### config.mk
export PLATFORM = sky130hd
export DESIGN_NAME = htwd_cfg
export DESIGN_NICKNAME = d
export VERILOG_FILES = /design/src/rtl/huffman_tree_walk_decoder_unit_defines.svh /design/src/rtl/htwd_pkg.sv /design/src/rtl/htwd_cfg.sv
export SDC_FILE = /design/constraint.sdc
export NUM_CORES = 1
export LEC_CHECK = 0
export BUFFER_PORTS_ARGS = -buffer_cell sky130_fd_sc_hd__clkbuf_2
export CAP_MARGIN = 0
export CORE_AREA = 10 10 72 50
export CTS_BUF_LIST = sky130_fd_sc_hd__clkbuf_8
export DETAILED_ROUTE_END_ITERATION = 10
export DIE_AREA = 0 0 82 60
export PLACE_DENSITY = 0.78
export SKIP_CTS_REPAIR_TIMING = 1
export SYNTH_ARGS = -nofsm -noshare
export SYNTH_HDL_FRONTEND = slang
export SYNTH_SLANG_ARGS = --single-unit
### constraint.sdc
create_clock -name i_clk -period 0.8 [get_ports i_clk]
set_input_delay 0.12 -clock i_clk [delete_from_list [all_inputs] [get_ports i_clk]]
set_output_delay 0.12 -clock i_clk [all_outputs]
set_load 0.01 [all_outputs]
### src/rtl/huffman_tree_walk_decoder_unit_defines.svh
// Assertion macros shared by the Huffman tree-walk decoder.
`ifndef HUFFMAN_TREE_WALK_DECODER_UNIT_DEFINES_SVH
`define HUFFMAN_TREE_WALK_DECODER_UNIT_DEFINES_SVH

// Same-cycle implication, checked out of reset.
`define HTWD_ASSERT(label, ante, cons, msg) \
    label: assert property (@(posedge i_clk) disable iff (!i_rst_n) (ante) |-> (cons)) \
        else $error(msg);

// Next-cycle implication, checked out of reset.
`define HTWD_ASSERT_NEXT(label, ante, cons, msg) \
    label: assert property (@(posedge i_clk) disable iff (!i_rst_n) (ante) |=> (cons)) \
        else $error(msg);

`endif

### src/rtl/htwd_pkg.sv
// Shared types and constants of the Huffman tree-walk decoder.
package htwd_pkg;

    localparam int NODE_W  = 9;
    localparam int SYM_W   = 8;
    localparam int SLOT_W  = 8;
    localparam int DATA_W  = 8;
    localparam int CNT_W   = 4;
    localparam int KIDS_W  = 2 * NODE_W;
    localparam int PADDR_W = 3;
    localparam int PDATA_W = 32;

    localparam int SYMBOL_COUNT_DEF = 256;
    localparam int BITS_PER_ITEM    = 8;

    // Bits taken from one item at most.
    localparam logic [CNT_W-1:0] BIT_LIMIT =
        CNT_W'((BITS_PER_ITEM < DATA_W) ? BITS_PER_ITEM : DATA_W);

    localparam logic [NODE_W-1:0] ROOT_RESET = NODE_W'(510);

    localparam logic ACT_LOAD   = 1'b0;
    localparam logic ACT_DECODE = 1'b1;

    localparam logic REG_ROOT = 1'b0;

    typedef struct packed {
        logic             valid;
        logic [SYM_W-1:0] symbol;
        logic             last;
    } t_emit;

    typedef struct packed {
        logic              idle;
        logic              pend;
        logic [NODE_W-1:0] walk;
    } t_walk_stat;

endpackage

### src/rtl/htwd_cfg.sv
// Configuration register file: holds the root node number.
module htwd_cfg
    import htwd_pkg::*;
(
    input  logic               i_clk,
    input  logic               i_rst_n,
    input  logic               psel,
    input  logic               penable,
    input  logic               pwrite,
    input  logic [PADDR_W-1:0] paddr,
    input  logic [PDATA_W-1:0] pwdata,
    output logic [PDATA_W-1:0] prdata,
    output logic               pready,
    output logic [NODE_W-1:0]  o_root
);

    logic [NODE_W-1:0] r_root;
    logic              w_idx;

    assign w_idx  = paddr[PADDR_W-1];
    assign pready = 1'b1;

    always_ff @(posedge i_clk) begin
        if (!i_rst_n) begin
            r_root <= ROOT_RESET;
        end else if (psel && penable && pwrite && w_idx == REG_ROOT) begin
            r_root <= pwdata[NODE_W-1:0];
        end
    end

    always_comb begin
        unique case (w_idx)
            REG_ROOT: prdata = {{(PDATA_W-NODE_W){1'b0}}, r_root};
            default:  prdata = '0;
        endcase
    end

    assign o_root = r_root;

endmodule

==> flow_metrics.py, run 1 <==
metrics = {
    "run_status": {
        "run_status": "finished with violations",
        "violations": "setup timing",
    },
    "hold_path": {
        "min_path_type": "input pin to flop",
    },
    "placement": {
        "dpl.hpwl_microns": 1520,
        "port_buffers": 32,
        "placement.cell_area_sq_um": 792,
        "place_worst_setup_slack_ns": -0.131,
        "gpl.final_weighted_congestion": 0.669,
    },
    "logic_synthesis": {
        "synth.cell_area_sq_um": 669,
        "synth_top_area_cell": "dfxtp_1",
        "cell_types_with_the_largest_area_share_after_synthesis": "dfxtp_1, buf_4, nor2b_1, mux2i_1, and2b_2",
        "avgSynthCellArea_sq_um": 9.05,
        "syn-instance-count": 74,
        "netlist.area_leader.share": 0.269,
        "synth.distinct_cells": 10,
        "synth_seq_cells": 9,
        "yosys_warnings": 0,
        "synth_sequential_area_ratio": 0.269,
    },
    "clock_tree": {
        "max-clock-path-buffers": 2,
        "htree_num_levels": 1,
        "tritoncts_sink_count": 9,
        "cts.clk_slew.worst_paths_ns": 0.05,
        "cts_buffers": 3,
        "worstSkewPairLatency_ns": 0.23,
        "cts_tree": "done",
        "cts.root.buffer_cell": "clkbuf_8",
    },
    "power": {
        "power.static_leakage_nw": 0.459,
        "powerDensity_mw_per_mm2": 1310,
        "max-vdd-ir-drop_mv": 0.326,
        "power.total_mw": 1.28,
    },
    "flow_run": {
        "maxCapViolCount": 0,
    },
    "sta": {
        "final_min_period_over_clock_period": 1.23,
        "setup_viol_count_final": 14,
        "final-max-slew-violation-count": 0,
        "finalSetupTns_ns": -1.77,
        "finalHoldViolCount": 0,
        "final.setup_skew_ns": 0,
        "fin_hold_ws_ns": 0.112,
        "achievable-frequency_mhz": 1020,
        "rsz0062_at_grt": "yes",
        "finalCriticalPeriod_ns": 0.982,
        "layout_setup_ws_ns": -0.182,
    },
    "worst_setup_path": {
        "cp-end-kind": "primary output",
        "cp_max_fo": 3,
        "critPathArrivalTime_ns": 0.86,
        "timing.critical_path.slowest_stage_cell": "dfxtp_2",
        "cpPeakStageDelay_ns": 0.32,
        "cp_top_family": "flip-flops",
        "cp_data_required_time_ns": 0.68,
        "path_class": "flop to primary output",
        "crit_chain": "and2b_2, buf_6",
        "critical_path_buf_inv_count": 1,
        "critPathLaunchType": "flop",
    },
    "route": {
        "drt-initial-drc-count": 6,
        "routedLengthMet1_microns": 590,
        "drt_pass1_iterations": 4,
        "drcViolationCount": 0,
        "final_antenna_net_count": 0,
        "routed-wl-met2_microns": 1040,
        "finalWirelength_microns": 1810,
        "met3WireLength_microns": 173,
        "wire_per_inst_microns": 12.5,
        "vias_per_cell": 3.58,
        "route.vias.total": 515,
        "highest-signal-layer": "met3",
    },
    "final_layout": {
        "nNetsFinal": 153,
        "layout_commonest_cell": "conb_1",
        "finish.instance_area_sq_um": 977,
        "syn_to_final_growth_pct": 46.0,
        "drive_above_1_share": 0.536,
        "n_antenna_cell": 0,
        "highest_count_cells_in_the_layout_ignoring_fill_and_taps": "conb_1, buf_6, nor2b_1, clkbuf_2",
        "max_ffs_per_register": 9,
    },
    "grt": {
        "antenna_found_initial": 0,
        "grt.total_usage": 0.0650,
        "grt_max_degree": 19,
        "grt_overflow": 0,
        "grt_first_pass_wirelength_microns": 2460,
        "first_global_vias": 508,
    },
    "floorplan": {
        "top_level_pins": 82,
        "die_width_microns": 82,
        "chipHeight_microns": 60,
        "floorplan.core_area_sq_mm": 0.00235,
        "start_util": 0.285,
        "dieArea_sq_mm": 0.00492,
        "row_count": 14,
    },
}
cell usage after synthesis, drive strengths merged:
cell,number
buf,25
nor2b,16
and2b,9
dfxtp,9
mux2i,9
conb,2
nand2,2
and4b,1
clkbuf,1
per-stage QoR:
stage / std cells / utilization
CTS: 141 / 0.357
detailed placement: 137 / 0.337
global placement: 137 / 0.337
floorplan: 96 / -
finish: 144 / 0.416
global route: 144 / 0.416
per-layer routing:
metal  track usage  up-vias
met4        0.0362        0
met5             0        -
met2         0.126       23
met1        0.0588      233
met3        0.0210        0
li1              -      259
worst min-delay path: stages:
cell and delay (ns):
clkbuf_2 0.08, nand2_1 0.05, mux2i_1 0.05
where the power goes:
group          leakage, nW  internal, mW  switching (mW)
clock network       0.0269         0.335           0.188
registers           0.0699         0.462         0.00720
logic                0.362         0.144           0.143
total                0.459         0.941           0.338
final timing paths:
kind                                               end  depth (start not counted)  slack (ns)              startpoint
worst max-delay path                         prdata[8]                          2       -0.18  o_root[8]$_SDFFE_PN1P_
worst min register to register  o_root[1]$_SDFFE_PN1P_                          2        0.53  o_root[1]$_SDFFE_PN1P_
worst min-delay path            o_root[0]$_SDFFE_PN0P_                          3        0.11               pwdata[0]
worst max register to register  o_root[5]$_SDFFE_PN1P_                          4        0.01  o_root[5]$_SDFFE_PN1P_
final cells by class:
class                      instances  area, sq um
sequential                         9          191
tap                               32         40.0
fill                             249         1370
timing repair buffer              38          317
multi-input combinational         61          384
clock inverter                     1         3.75
clock buffer                       3         41.3
cells by family (layout without fill, tap and decap cells):
family                 Yosys count  after routing  share of synthesized area
other                            2             24                     0.0112
flip-flops                       9              9                      0.269
multiplexers                     9              9                      0.135
buffers and inverters           26             42                      0.292
AND/OR/NAND/NOR                 28             28                      0.293
Power figures use the tool's default switching activity.
==> inputs of run 2 (changes only) <==
CORE_AREA = 10 10 57 59   (was 10 10 72 50)
DIE_AREA = 0 0 67 69   (was 0 0 82 60)
PLACE_DENSITY = 0.79   (was 0.78)
clock period = 1 ns   (was 0.8 ns; I/O delays follow)
==> run 2 against run 1 <==
The run still ends with setup timing left. Non-clock buffer count increased by 2. Combinational power decreased by 22%. Worst hold slack improved by 0.041 ns. Worst setup slack improved by 0.17 ns. Routed wire length decreased by 2.3%. Sequential share of layout area increased by 0.84 points. Count of clock-buffer cells in the layout unchanged. Utilization increased by 2.0 points. Flip-flop and latch count unchanged. Cell count decreased by 1.4%. Die area decreased by 6.0%. Final area decreased by 4.1%. Critical path type unchanged. Critical endpoint is now prdata[3]. Largest power group unchanged.
==> flow_metrics.py, run 2 (synthesis gave the netlist of run 1 again) <==
metrics = {
    "run_status": {
        "run_status": "finished with violations",
        "violations": "setup timing",
    },
    "grt": {
        "grt_busiest_layer": "met2",
        "grt_overflow": 0,
        "grt_max_degree": 19,
        "use_met2": 0.107,
        "first_global_vias": 492,
        "grt.total_usage": 0.0659,
        "antenna_found_initial": 0,
        "grt_first_pass_wirelength_microns": 2400,
        "groute.layer.met1.usage": 0.0690,
        "met3_usage": 0.0338,
    },
    "worst_setup_path": {
        "cp_data_required_time_ns": 0.85,
        "worst-r2r-cell-count": 3,
        "critPathLaunchType": "flop",
        "cp_max_fo": 3,
        "crit_chain": "and2b_2, buf_6",
        "r2r-end": "o_root[3]$_SDFFE_PN1P_",
        "cp-end-kind": "primary output",
        "cpPeakStageDelay_ns": 0.32,
        "critPathArrivalTime_ns": 0.86,
        "ff2ff_setup_slack_ns": 0.27,
        "timing.critical_path.slowest_stage_cell": "dfxtp_2",
        "path_class": "flop to primary output",
        "timing.rr.start": "o_root[3]$_SDFFE_PN1P_",
    },
    "floorplan": {
        "chipHeight_microns": 69,
        "dieArea_sq_mm": 0.00462,
        "top_level_pins": 82,
        "start_util": 0.312,
        "row_count": 17,
        "die_width_microns": 67,
        "floorplan.core_area_sq_mm": 0.00215,
    },
    "power": {
        "power.static_leakage_nw": 0.449,
        "max-vdd-ir-drop_mv": 0.575,
        "power.total_mw": 1.02,
        "powerDensity_mw_per_mm2": 1090,
    },
    "placement": {
        "dpl.hpwl_microns": 1440,
        "place_worst_setup_slack_ns": 0.0522,
        "port_buffers": 32,
        "placedCellCount": 132,
        "gpl.final_weighted_congestion": 0.623,
        "placement.cell_area_sq_um": 779,
    },
    "sta": {
        "layout_setup_ws_ns": -0.0103,
        "setup_viol_count_final": 5,
        "finalHoldViolCount": 0,
        "rsz0062_at_grt": "yes",
        "achievable-frequency_mhz": 990,
        "finalCriticalPeriod_ns": 1.01,
        "final_min_period_over_clock_period": 1.01,
        "finalSetupTns_ns": -0.0289,
        "final-max-slew-violation-count": 0,
        "final.setup_skew_ns": 0,
    },
    "route": {
        "finalWirelength_microns": 1760,
        "final_antenna_net_count": 0,
        "drcViolationCount": 0,
        "vias_per_cell": 3.73,
        "drt-initial-drc-count": 2,
        "wire_per_inst_microns": 12.4,
        "drt_pass1_iterations": 2,
        "route.vias.total": 529,
    },
    "hold_path": {
        "min_delay_worst_endpoint": "o_root[0]$_SDFFE_PN0P_",
        "timing.hold.worst.start": "pwdata[0]",
        "timing.hold.worst_path_depth": 3,
        "min_path_type": "input pin to flop",
    },
    "flow_run": {
        "maxCapViolCount": 0,
    },
    "final_layout": {
        "layout_commonest_cell": "conb_1",
        "drive_above_1_share": 0.535,
        "fillCellCount": 222,
        "nNetsFinal": 155,
        "finish.instance_area_sq_um": 937,
        "n_antenna_cell": 0,
        "max_ffs_per_register": 9,
        "syn_to_final_growth_pct": 40.0,
        "highest_count_cells_in_the_layout_ignoring_fill_and_taps": "conb_1, clkbuf_2, nor2b_1",
        "instances_no_fill": 142,
    },
    "clock_tree": {
        "worstSkewPairLatency_ns": 0.23,
        "cts.root.buffer_cell": "clkbuf_8",
        "cts_buffers": 3,
        "max-clock-path-buffers": 2,
        "cts_tree": "done",
        "cts.clk_slew.worst_paths_ns": 0.05,
        "tritoncts_sink_count": 9,
        "htree_num_levels": 1,
    },
}
==> run 2: cell types whose count changed in the layout (fill, tap and decap cells not counted) <==
| cell | change |
|---|---|
| buf_2 | -3 |
| buf_4 | +5 |
| buf_6 | -8 |
| clkbuf_2 | +8 |
| nor2b_1 | +1 |
| nor2b_4 | -1 |
==> run 2: how the worst max path moves through the flow <==
stage | from | end
5_1_grt | o_root[1]$_SDFFE_PN1P_ | prdata[1]
2_1_floorplan | paddr[2] | o_root[0]$_SDFFE_PN0P_
3_3_place_gp | paddr[2] | o_root[2]$_SDFFE_PN1P_
6_report | o_root[3]$_SDFFE_PN1P_ | prdata[3]
4_1_cts | o_root[1]$_SDFFE_PN1P_ | prdata[1]
3_5_place_dp | paddr[2] | o_root[6]$_SDFFE_PN1P_
==> run 2: power breakdown <==
group | switching [mW] | internal (mW)
sequential | 0.00438 | 0.369
combinational | 0.113 | 0.111
clock | 0.151 | 0.268
total | 0.269 | 0.748
==> run 2: worst max-delay path: cells and delay by family (launching register included) <==
family	cells	cell delay (ns)
buf+inv	1	0.12
flops	1	0.32
simple gates	1	0.19
==> run 2: area by class of cell <==
| cell class | count | area [sq um] | area share |
|---|---|---|---|
| multi-input combinational | 61 | 377 | 0.402 |
| timing repair buffer | 40 | 289 | 0.308 |
| sequential | 9 | 191 | 0.204 |
| clock buffer | 3 | 41.3 | 0.0441 |
| tap | 28 | 35.0 | 0.0374 |
| clock inverter | 1 | 3.75 | 0.00401 |
==> run 2: routing by layer <==
layer	part of all wire	vias up	wire length [microns]
met3	0.16	0	281
met1	0.36	231	639
met2	0.48	34	843
met5	0	-	0
li1	-	264	-
met4	0	0	0
==> run 2: per-stage QoR <==
step | util | hold WS [ns]
after detailed placement | 0.363 | 0.403
after global routing | 0.436 | 0.176
after floorplan | - | 0.292
after CTS | 0.384 | 0.155
after global placement | 0.363 | 0.379
final | 0.436 | 0.153
